## src/rtl/sm3_pkg.sv

```systemverilog
// shared types, constants and helper functions for the sm3 hash engine
package sm3_pkg;

    localparam int unsigned WordW   = 32;
    localparam int unsigned BlkWords = 16;
    localparam int unsigned Rounds  = 64;

    localparam logic [WordW-1:0] T_LOW    = 32'h79cc4519;
    localparam logic [WordW-1:0] T_HIGH   = 32'h7a879d8a;
    localparam logic [7:0]       PAD_MARK = 8'h80;

    // first byte position of the length field of a final block, and last byte position of a block
    localparam logic [5:0] LEN_POS  = 6'd56;
    localparam logic [5:0] LAST_POS = 6'd63;

    typedef logic [7:0][WordW-1:0]          cv_t;
    typedef logic [BlkWords-1:0][WordW-1:0] blk_t;

    localparam cv_t IV_WORDS = {
        32'hB0FB0E4E, 32'hE38DEE4D, 32'h163138AA, 32'hA96F30BC,
        32'hDA8A0600, 32'h172442D7, 32'h4914B2B9, 32'h7380166F
    };

    typedef enum logic [2:0] {
        ST_IDLE,
        ST_BYTE,
        ST_MARK,
        ST_ZERO,
        ST_LEN,
        ST_CSTART,
        ST_CWAIT,
        ST_OUT
    } state_t;

    typedef struct packed {
        logic start;
        logic init;
    } core_ctrl_t;

    typedef struct packed {
        logic busy;
        logic done;
    } core_stat_t;

    function automatic logic [WordW-1:0] rotl(input logic [WordW-1:0] x,
                                              input int unsigned n);
        return (x << n) | (x >> (WordW - n));
    endfunction

    function automatic logic [WordW-1:0] perm0(input logic [WordW-1:0] x);
        return x ^ rotl(x, 9) ^ rotl(x, 17);
    endfunction

    function automatic logic [WordW-1:0] perm1(input logic [WordW-1:0] x);
        return x ^ rotl(x, 15) ^ rotl(x, 23);
    endfunction

endpackage

```

## src/rtl/sm3_hash_engine_unit.sv

```systemverilog
// top level of the sm3 hash engine: byte packer, padding sequencer and digest output
//
// usage
//   s_ channel carries message words: data_word with byte_count valid bytes taken
//   from the top, s_tlast marks the final word of a message (end_message)
//   m_ channel returns the 256-bit digest as eight 32-bit words, index 0 first,
//   m_tlast on the eighth
// timing
//   one word in flight at a time, s_tready is high only when the engine is idle
//   a word's bytes are written one per cycle; a filled 64-byte block is then compressed
//   in the shared round unit (one sm3 round per cycle, 64 rounds)
//   finishing a message walks the padding one byte per cycle, pausing for a
//   compression whenever a block fills (one or two compressions in all), then the digest
//   words leave at one per cycle while m_tready is high
// reset and stall
//   aresetn (synchronous, active low) loads the initial value and clears the
//   length; a stalled receiver simply holds the current digest word, and no new
//   word is taken until all eight are delivered
module sm3_hash_engine_unit (
    input  logic        aclk,
    input  logic        aresetn,
    input  logic        s_tvalid,
    output logic        s_tready,
    input  logic [39:0] s_tdata,   // data_word [31:0], byte_count [34:32], zero fill
    input  logic        s_tlast,   // end_message
    output logic        m_tvalid,
    input  logic        m_tready,
    output logic [39:0] m_tdata,   // digest_word [31:0], word_index [34:32], zero fill
    output logic        m_tlast    // last_word
);

    sm3_pkg::state_t     state_reg, state_next;
    sm3_pkg::state_t     ret_reg, ret_next;
    logic [31:0]         word_reg, word_next;
    logic [2:0]          cnt_reg, cnt_next;
    logic                end_reg, end_next;
    logic [63:0]         total_reg, total_next;
    logic [5:0]          ptr_reg, ptr_next;
    logic [2:0]          idx_reg, idx_next;
    sm3_pkg::blk_t       buf_reg;

    // byte write port into the block buffer
    logic                wr_en;
    logic [5:0]          wr_pos;
    logic [7:0]          wr_byte;

    sm3_pkg::core_ctrl_t core_ctrl;
    sm3_pkg::core_stat_t core_stat;
    sm3_pkg::cv_t        cv;

    logic [2:0]          in_count;
    logic [63:0]         bit_len;
    logic                out_hs;

    // counts above four read as four
    assign in_count = (s_tdata[34:32] > 3'd4) ? 3'd4 : s_tdata[34:32];
    assign bit_len  = {total_reg[60:0], 3'b000};
    assign out_hs   = m_tvalid && m_tready;

    sm3_core u_core (
        .aclk    (aclk),
        .aresetn (aresetn),
        .ctrl    (core_ctrl),
        .block   (buf_reg),
        .stat    (core_stat),
        .cv      (cv)
    );

    always_ff @(posedge aclk) begin
        if (!aresetn) begin
            state_reg <= sm3_pkg::ST_IDLE;
            ret_reg   <= sm3_pkg::ST_BYTE;
            cnt_reg   <= '0;
            end_reg   <= 1'b0;
            total_reg <= '0;
            ptr_reg   <= '0;
            idx_reg   <= '0;
        end else begin
            state_reg <= state_next;
            ret_reg   <= ret_next;
            cnt_reg   <= cnt_next;
            end_reg   <= end_next;
            total_reg <= total_next;
            ptr_reg   <= ptr_next;
            idx_reg   <= idx_next;
        end
    end

    // payload: pending word and block buffer
    always_ff @(posedge aclk) begin
        word_reg <= word_next;
        if (wr_en) begin
            buf_reg[wr_pos[5:2]][{~wr_pos[1:0], 3'b000} +: 8] <= wr_byte;
        end
    end

    always_comb begin
        state_next = state_reg;
        ret_next   = ret_reg;
        word_next  = word_reg;
        cnt_next   = cnt_reg;
        end_next   = end_reg;
        total_next = total_reg;
        ptr_next   = ptr_reg;
        idx_next   = idx_reg;
        wr_en      = 1'b0;
        wr_pos     = ptr_reg;
        wr_byte    = '0;
        core_ctrl  = '0;
        s_tready   = 1'b0;
        m_tvalid   = 1'b0;

        case (state_reg)
            sm3_pkg::ST_IDLE: begin
                s_tready = 1'b1;
                if (s_tvalid) begin
                    word_next  = s_tdata[31:0];
                    cnt_next   = in_count;
                    end_next   = s_tlast;
                    state_next = sm3_pkg::ST_BYTE;
                end
            end
            // append message bytes one a cycle, pausing to compress each filled block
            sm3_pkg::ST_BYTE: begin
                if (cnt_reg == 3'd0) begin
                    state_next = end_reg ? sm3_pkg::ST_MARK : sm3_pkg::ST_IDLE;
                end else begin
                    wr_en      = 1'b1;
                    wr_pos     = total_reg[5:0];
                    wr_byte    = word_reg[31:24];
                    word_next  = {word_reg[23:0], 8'h00};
                    cnt_next   = cnt_reg - 3'd1;
                    total_next = total_reg + 64'd1;
                    if (total_reg[5:0] == sm3_pkg::LAST_POS) begin
                        ret_next   = sm3_pkg::ST_BYTE;
                        state_next = sm3_pkg::ST_CSTART;
                    end
                end
            end
            sm3_pkg::ST_MARK: begin
                wr_en    = 1'b1;
                wr_pos   = total_reg[5:0];
                wr_byte  = sm3_pkg::PAD_MARK;
                ptr_next = total_reg[5:0] + 6'd1;
                if (total_reg[5:0] == sm3_pkg::LAST_POS) begin
                    ret_next   = sm3_pkg::ST_ZERO;
                    state_next = sm3_pkg::ST_CSTART;
                end else begin
                    state_next = sm3_pkg::ST_ZERO;
                end
            end
            // zero fill up to the length field, across a block end if needed
            sm3_pkg::ST_ZERO: begin
                if (ptr_reg == sm3_pkg::LEN_POS) begin
                    state_next = sm3_pkg::ST_LEN;
                end else begin
                    wr_en    = 1'b1;
                    ptr_next = ptr_reg + 6'd1;
                    if (ptr_reg == sm3_pkg::LAST_POS) begin
                        ret_next   = sm3_pkg::ST_ZERO;
                        state_next = sm3_pkg::ST_CSTART;
                    end
                end
            end
            // bit length, most significant byte first
            sm3_pkg::ST_LEN: begin
                wr_en    = 1'b1;
                wr_byte  = 8'(bit_len >> {~ptr_reg[2:0], 3'b000});
                ptr_next = ptr_reg + 6'd1;
                if (ptr_reg == sm3_pkg::LAST_POS) begin
                    ret_next   = sm3_pkg::ST_OUT;
                    state_next = sm3_pkg::ST_CSTART;
                end
            end
            sm3_pkg::ST_CSTART: begin
                core_ctrl.start = 1'b1;
                state_next      = sm3_pkg::ST_CWAIT;
            end
            sm3_pkg::ST_CWAIT: begin
                if (core_stat.done) begin
                    state_next = ret_reg;
                    idx_next   = '0;
                end
            end
            sm3_pkg::ST_OUT: begin
                m_tvalid = 1'b1;
                if (m_tready) begin
                    idx_next = idx_reg + 3'd1;
                    if (idx_reg == 3'd7) begin
                        core_ctrl.init = 1'b1;
                        total_next     = '0;
                        state_next     = sm3_pkg::ST_IDLE;
                    end
                end
            end
            default: begin
                state_next = sm3_pkg::ST_IDLE;
            end
        endcase
    end

    // digest words come straight from the chaining registers
    assign m_tdata = {5'b00000, idx_reg, cv[idx_reg]};
    assign m_tlast = (idx_reg == 3'd7);

    // no input is taken while a digest is on offer
    a_ready_vs_out: assert property (@(posedge aclk) disable iff (!aresetn)
        s_tready |-> !m_tvalid)
        else $error("input ready while digest pending");

    // the round unit is only started when free
    a_start_free: assert property (@(posedge aclk) disable iff (!aresetn)
        core_ctrl.start |-> !core_stat.busy)
        else $error("round unit restarted while busy");

    // after the final digest word the length is cleared and output stops
    a_last_word: assert property (@(posedge aclk) disable iff (!aresetn)
        (out_hs && m_tlast) |=> (!m_tvalid && total_reg == 64'd0))
        else $error("output not closed after last digest word");

    // one word at a time
    a_one_word: assert property (@(posedge aclk) disable iff (!aresetn)
        (s_tvalid && s_tready) |=> !s_tready)
        else $error("second word taken while busy");

    // digest only leaves once the round unit is idle
    a_out_idle_core: assert property (@(posedge aclk) disable iff (!aresetn)
        m_tvalid |-> !core_stat.busy)
        else $error("digest offered during compression");

endmodule

```

## src/rtl/sm3_core.sv

```systemverilog
// iterative sm3 compression: one round a cycle with a rolling schedule window
module sm3_core (
    input  logic               aclk,
    input  logic               aresetn,
    input  sm3_pkg::core_ctrl_t ctrl,
    input  sm3_pkg::blk_t      block,
    output sm3_pkg::core_stat_t stat,
    output sm3_pkg::cv_t       cv
);

    sm3_pkg::cv_t  cv_reg;
    sm3_pkg::blk_t win_reg;
    logic [31:0]   a_reg, b_reg, c_reg, d_reg, e_reg, f_reg, g_reg, h_reg;
    logic [31:0]   tj_reg;
    logic [5:0]    round_reg;
    logic          busy_reg;

    logic [31:0] a12, ss1, ss2, ff, gg, tt1, tt2, w_new;
    logic [31:0] a_next, e_next, tj_next;
    logic        early;

    always_comb begin
        early  = (round_reg < 6'd16);
        a12    = sm3_pkg::rotl(a_reg, 12);
        ss1    = sm3_pkg::rotl(a12 + e_reg + tj_reg, 7);
        ss2    = ss1 ^ a12;
        if (early) begin
            ff = a_reg ^ b_reg ^ c_reg;
            gg = e_reg ^ f_reg ^ g_reg;
        end else begin
            ff = (a_reg & b_reg) | (a_reg & c_reg) | (b_reg & c_reg);
            gg = (e_reg & f_reg) | (~e_reg & g_reg);
        end
        tt1    = ff + d_reg + ss2 + (win_reg[0] ^ win_reg[4]);
        tt2    = gg + h_reg + ss1 + win_reg[0];
        a_next = tt1;
        e_next = sm3_pkg::perm0(tt2);
        // constant rotates by one per round, switching after round 15 to the upper constant rotated by 16
        tj_next = (round_reg == 6'd15) ? sm3_pkg::rotl(sm3_pkg::T_HIGH, 16)
                                       : sm3_pkg::rotl(tj_reg, 1);
        w_new  = sm3_pkg::perm1(win_reg[0] ^ win_reg[7] ^ sm3_pkg::rotl(win_reg[13], 15))
                 ^ sm3_pkg::rotl(win_reg[3], 7) ^ win_reg[10];
    end

    always_ff @(posedge aclk) begin
        if (!aresetn) begin
            busy_reg  <= 1'b0;
            round_reg <= '0;
            cv_reg    <= sm3_pkg::IV_WORDS;
        end else if (ctrl.init) begin
            cv_reg <= sm3_pkg::IV_WORDS;
        end else if (ctrl.start) begin
            busy_reg  <= 1'b1;
            round_reg <= '0;
        end else if (busy_reg) begin
            round_reg <= round_reg + 6'd1;
            if (round_reg == 6'(sm3_pkg::Rounds - 1)) begin
                busy_reg  <= 1'b0;
                cv_reg[0] <= cv_reg[0] ^ a_next;
                cv_reg[1] <= cv_reg[1] ^ a_reg;
                cv_reg[2] <= cv_reg[2] ^ sm3_pkg::rotl(b_reg, 9);
                cv_reg[3] <= cv_reg[3] ^ c_reg;
                cv_reg[4] <= cv_reg[4] ^ e_next;
                cv_reg[5] <= cv_reg[5] ^ e_reg;
                cv_reg[6] <= cv_reg[6] ^ sm3_pkg::rotl(f_reg, 19);
                cv_reg[7] <= cv_reg[7] ^ g_reg;
            end
        end
    end

    // working variables and schedule window
    always_ff @(posedge aclk) begin
        if (ctrl.start) begin
            win_reg <= block;
            tj_reg  <= sm3_pkg::T_LOW;
            a_reg <= cv_reg[0]; b_reg <= cv_reg[1];
            c_reg <= cv_reg[2]; d_reg <= cv_reg[3];
            e_reg <= cv_reg[4]; f_reg <= cv_reg[5];
            g_reg <= cv_reg[6]; h_reg <= cv_reg[7];
        end else if (busy_reg) begin
            win_reg <= {w_new, win_reg[15:1]};
            tj_reg  <= tj_next;
            d_reg   <= c_reg;
            c_reg   <= sm3_pkg::rotl(b_reg, 9);
            b_reg   <= a_reg;
            a_reg   <= a_next;
            h_reg   <= g_reg;
            g_reg   <= sm3_pkg::rotl(f_reg, 19);
            f_reg   <= e_reg;
            e_reg   <= e_next;
        end
    end

    assign stat.busy = busy_reg;
    assign stat.done = busy_reg && (round_reg == 6'(sm3_pkg::Rounds - 1));
    assign cv        = cv_reg;

endmodule
```

## config.mk

```make
export PLATFORM = sky130hd
export DESIGN_NAME = sm3_hash_engine_unit
export DESIGN_NICKNAME = d
export VERILOG_FILES = /design/src/rtl/sm3_pkg.sv /design/src/rtl/sm3_hash_engine_unit.sv /design/src/rtl/sm3_core.sv
export SDC_FILE = /design/constraint.sdc
export NUM_CORES = 2
export LEC_CHECK = 0
export BUFFER_PORTS_ARGS = -buffer_cell sky130_fd_sc_hd__buf_2
export CORE_MARGIN = 5
export CORE_UTILIZATION = 40
export DETAILED_ROUTE_END_ITERATION = 8
export GPL_TIMING_DRIVEN = 0
export HOLD_SLACK_MARGIN = 0.05
export PLACE_DENSITY_LB_ADDON = 0.1
export SLEW_MARGIN = 20
export SYNTH_ARGS = -nofsm -noshare
export SYNTH_HDL_FRONTEND = slang
export SYNTH_HIERARCHICAL = 1
export SYNTH_SLANG_ARGS = --single-unit
```

## constraint.sdc

```tcl
create_clock -name aclk -period 31.9 [get_ports aclk]
set_input_delay 6.38 -clock aclk [delete_from_list [all_inputs] [get_ports aclk]]
set_output_delay 6.38 -clock aclk [all_outputs]
set_load 0.05 [all_outputs]
```

== Word-level counts from Yosys, hierarchy flattened ==
Cells that the tools add are included.

* Add/sub/neg operators: 15
* Magnitude comparators: 5
* Eq/ne operators: 24
* Shift-type cells: 3
* Multiplexer cells: 78
* Bitwise logic cells: 47
* Reduce and logical (&&, ||, !) cells: 21

{| class="wikitable"
|+ Operators with widths
! operator !! number
|-
| $mux 512 || 2
|-
| $mux 32 || 23
|-
| $xor 32x32->32 || 22
|-
| $bwmux 512 || 1
|-
| $add 32x32->32 || 8
|-
| $mux 64 || 3
|-
| $and 32x32->32 || 5
|-
| $demux 32 s4 || 1
|-
| $pmux 64 s2 || 1
|-
| $bmux 32 s3 || 1
|-
| $or 32x32->32 || 3
|-
| $add 64x1->64 const B || 1
|-
| $or 32x15->32 || 2
|-
| $or 32x7->32 || 2
|-
| $or 32x9->32 || 2
|-
| $pmux 32 s2 || 1
|-
| $shr 64x6->8 || 1
|-
| $mux 3 || 20
|-
| $not 32->32 || 1
|-
| $or 32x1->32 || 1
|-
| $or 32x12->32 || 1
|-
| $or 32x17->32 || 1
|-
| $or 32x19->32 || 1
|-
| $or 32x23->32 || 1
|-
| other kinds (43) || 88
|}

* Flip-flop bits (word level): 1,690
* Input port bits: 45
* Word-level logic and storage cells: 252

== Depth between registers and ports, before layout ==
* Word-level depth: 12
* Gate-level depth with buffers: 30
* Mapped depth without buffers: 30

== Hierarchy ==
The synthesis kept the hierarchy.

{| class="wikitable"
|+ By module, submodules not included
! module !! instances !! cells each !! area an instance (um^2)
|-
| sm3_core || 1 || 4,556 || 56,523.0
|-
| sm3_hash_engine_unit || 1 || 1,517 || 24,491.0
|}

== Least setup slack after synthesis ==
Ideal clock, no wire load.

* Path kind: flip-flop to flip-flop
* From: register state_reg[2]
* To: register u_core.a_reg[0] (enable)
* Setup time: 5.990 ns
* Arrival: 15.268 ns
* Slack: 10.642 ns
* Cell stages (with the launch flop): 8
* Path buffers: 3
* Clock period less this slack: 21.258 ns
* Cell sequence: dfxtp_1 > clkbuf_1 > inv_1 > nor2_1 > clkbuf_1 > nor2_1 > clkbuf_1 > clkinv_1

{| class="wikitable"
|+ RTL lines
! item !! RTL line !! text
|-
| start, declared || sm3_hash_engine_unit.sv:32 || <nowiki>sm3_pkg::state_t state_reg, state_next;</nowiki>
|-
| start signal, assigned || sm3_hash_engine_unit.sv:71 || <nowiki>state_reg <= sm3_pkg::ST_IDLE;</nowiki>
|-
| start signal, assigned || sm3_hash_engine_unit.sv:79 || <nowiki>state_reg <= state_next;</nowiki>
|-
| end signal, assigned || sm3_core.sv:76 || <nowiki>a_reg <= cv_reg[0]; b_reg <= cv_reg[1];</nowiki>
|-
| end signal, assigned || sm3_core.sv:86 || <nowiki>a_reg <= a_next;</nowiki>
|-
| end, declared || sm3_core.sv:13 || <nowiki>logic [31:0] a_reg, b_reg, c_reg, d_reg, e_reg, f_reg, g_reg, h_reg;</nowiki>
|}

== Worst setup path after layout ==
* From: register u_core.a_reg[21]
* To: register u_core.cv_reg, in the netlist u_core/cv[29]

* Cells in the longest elaborated chain, start to end: 8
* Elaborated cells on any way between the ends: 16
* Classes of those cells: add/sub: 5; mux: 1; bitwise: 10

{| class="wikitable"
|+ Ends and longest elaborated chain
! item !! RTL line !! text
|-
| $or 32x12->32 or $and 32x32->32 (tied branches) || sm3_pkg.sv:47, sm3_core.sv:31 ||
|-
| $add 32x32->32 or $or 32x32->32 (tied branches) (2 in a row) || sm3_core.sv:25, sm3_core.sv:31 ||
|-
| $or 32x7->32 or $mux 32 (tied branches) || sm3_pkg.sv:47, sm3_core.sv:27 ||
|-
| $xor 32x32->32 or $add 32x32->32 (tied branches) || sm3_core.sv:26, sm3_core.sv:34 ||
|-
| $add 32x32->32 * (2 in a row) || sm3_core.sv:34 || <nowiki>tt1 = ff + d_reg + ss2 + (win_reg[0] ^ win_reg[4]);</nowiki>
|-
| $xor 32x32->32 * || sm3_core.sv:59 || <nowiki>cv_reg[0] <= cv_reg[0] ^ a_next;</nowiki>
|-
| end signal, assigned || sm3_core.sv:49 || <nowiki>cv_reg <= sm3_pkg::IV_WORDS;</nowiki>
|-
| end signal, assigned || sm3_core.sv:51 || <nowiki>cv_reg <= sm3_pkg::IV_WORDS;</nowiki>
|-
| end, declared || sm3_core.sv:11 || <nowiki>sm3_pkg::cv_t cv_reg;</nowiki>
|}

Every way passes the cells marked *; elsewhere a longest branch is shown, timed or not.
A chain may end at the register's enable or synchronous reset.

==> summary by stage <==
Run status
The flow ran to the end, and the final reports show no timing, DRC or antenna violations.

Cells and area
The fraction of final layout cells with drive strength greater than 1 is 21.65%. After routing the design area is 92240 um2. From synthesis to final layout, the design area changed by 13.87%.

The count of fill cells added during filler insertion is 18230. The net total in the final layout is 6733.

Setup path
The worst reg-to-reg setup slack is 21040 ps. The most numerous cell on the critical path is fa_1. The slowest cell on the critical path is a311oi_1. The worst setup path is launched from a flip-flop. The data arrival time of the critical path is 11620 ps. Counting both buffers and inverters, the worst setup path holds a total of 3. The highest net fanout along the worst path is 5. Broken down by cell family, the worst path's largest delay share belongs to compound AO/OA/AOI/OAI gates. The worst reg-to-reg path cell count is 29. The classification of the worst setup path is reg -> reg. The worst setup path startpoint is u_core/a_reg[21]$_DFFE_PN_.

The nature of the critical path endpoint is a flip-flop. For the worst setup path, the data required time is 32670 ps. The peak per-stage delay on the critical path is 1040 ps. The worst reg2reg path endpoint is u_core/cv[29]$_SDFFE_PP1P_.

The startpoint identified for the worst register-to-register timing path is u_core/a_reg[21]$_DFFE_PN_.

Die
The floorplan step set the die width to 460.0 um. The die covers 211600 um2. Row generation in the floorplan step produced 165 rows. In this run the count of I/O pins placed on the die edge is 88.

The starting density of the core is 40.12%. The area of the placeable core is 201900 um2. The overall die height is 460.0 um.

Timing
Of the available clock period, the critical path in the final layout requires 34.03%. The setup clock skew after layout is 57.85 ps. The number of failing hold endpoints at the final stage came to 0.

The final hold slack is 477.4 ps. After layout, the worst setup slack is 21040 ps. The fmax is 92.11 MHz. The time the worst path needs with I/O delays and setup is 10860 ps. Headroom to the max-slew limit came out at 9.274%. The final-report setup violation count is 0. Setup repair after global routing left no endpoint under its margin. At the pin with the least slew margin, the transition time is 1351 ps. The count of final max-slew check failures was 0.

Clock network
Clock tree synthesis selected as its root buffer the cell clkbuf_16. For this design, the sink count on the clock tree is 1686. The number of setup buffers added after CTS is 0. TritonCTS built the clock tree. The number of cells upsized or downsized after cts is 0. The hold buffer count at cts is 0. In this run the number of H-tree levels came out at 4. The clock transition at the registers of the reported paths is 60 ps. The number of buffers created by CTS is 184. The clock reaches the later pin of the worst-skew pair after 860 ps. No sink is reached through more buffers than the 3 on the longest clock path.

Route
The post-detailed-route DRC marker count is 0. The routed length per instance is 31.78 um. In this run, the number of DRC markers left after iteration 0 of detailed routing was 5681.

For this block, the via count after detailed routing is 53000. The first detailed-routing pass took 8 iterations. Wires add up to 293500 um. The via density per instance is 5.739. The remaining antenna violation count is 0.

Hold path
Counting instances, the worst hold path has a depth of 2. The worst min-delay path endpoint is end_reg$_SDFFE_PN0P_. The min-delay analysis places its worst path in the category reg -> reg. The worst hold path startpoint is end_reg$_SDFFE_PN0P_.

Placed design
Once placement finished, the instance area stood at 86180 um2. The HPWL after detailed placement is 224400 um. The minimum setup slack after placement is 21480 ps.

The weighted congestion at the end of routability-driven global placement is 0.9473. The number of input and output port buffers inserted is 77.

Logic synthesis
The synthesis warning total is 6. The number of instances in the synthesized netlist is 6072. The average footprint of a synthesized cell is 13.34 um2. The post-synth design cell area is 81010 um2.

GRT
The total routing resource utilization after global routing is 27.36%. The wire length of the first global-routing pass is 406100 um. The maximum number of pins on one net before global-route repair is 68.

After global routing the overflow that remains totals 0. The number of global-route vias before repair was 51070. The initial antenna violation count is 23.

Flow run
Across the run, the number of max-cap violations was 0.
layer usage:
| metal | vias up | global-route usage (%) | share of wire, % |
|---|---|---|---|
| met1 | 27450 | 37.38 | 42 |
| met5 | - | 0 | 0.012 |
| met4 | 6 | 12.12 | 5.1 |
| met3 | 437 | 4.325 | 6.7 |
| met2 | 2124 | 43.27 | 46 |
| li1 | 22980 | - | - |
per-stage QoR:
stage,std cells,utilization [%],TNS [ps]
floorplan,6076,-,0
global placement,8825,41.98,-3450210
detailed placement,8883,42.68,0
CTS,9225,45.64,0
global route,9227,45.68,0
finish,9235,45.69,0
area by class of cell:
type                            count  area, um2  share of cell area, %
Sequential cell                  1686      46890                  50.83
Multi-Input combinational cell   3848      32570                  35.31
Clock buffer                      251       4990                  5.409
Tap cell                         2672       3343                  3.624
Timing Repair Buffer              135       1308                  1.417
Buffer                            283       1162                  1.260
Clock inverter                     91      984.7                  1.067
Inverter                          259      977.2                  1.059
Antenna cell                       10      25.02                0.02713
cells in the final DEF (no fill, tap or decap), drive strengths merged, types with 12 or more instances in the layout:
| cell type | instances |
|---|---|
| a211oi | 29 |
| a21o | 52 |
| a21oi | 279 |
| a31oi | 29 |
| and2 | 29 |
| and3 | 120 |
| and4 | 12 |
| buf | 189 |
| bufinv | 12 |
| clkbuf | 480 |
| clkinv | 73 |
| dfxtp | 374 |
| edfxtp | 1312 |
| fa | 188 |
| ha | 103 |
| inv | 263 |
| mux2 | 742 |
| mux2i | 47 |
| mux4 | 77 |
| nand2 | 354 |
| nand2b | 16 |
| nand3 | 85 |
| nand4 | 39 |
| nor2 | 275 |
| nor2b | 28 |
| nor3 | 125 |
| nor4 | 12 |
| o21a | 18 |
| o21ai | 348 |
| o21bai | 12 |
| o31ai | 34 |
| or3 | 68 |
| or4 | 32 |
| xnor2 | 296 |
| xor2 | 234 |
worst max-delay path by stage:
stage	depth (start not counted)	endpoint	slack [ps]
5_1_grt	29	u_core/cv[29]$_SDFFE_PP1P_	21000
2_1_floorplan	7	u_core/a_reg[0]$_DFFE_PN_	10640
6_report	29	u_core/cv[29]$_SDFFE_PP1P_	21040
3_5_place_dp	29	u_core/cv[29]$_SDFFE_PP1P_	21480
4_1_cts	6	m_tdata[26]	21170
3_3_place_gp	7	u_core/win_reg[299]$_DFFE_PN_	-4520
worst min-delay path, stage by stage, from the launching register on:
cell     delay, ps
dfxtp_1        320
nand2_1         60
a21oi_1         50
Power is left out: the tool's default activity adds up to more than one toggle a clock period on the data nets, which glitch-free logic cannot reach.
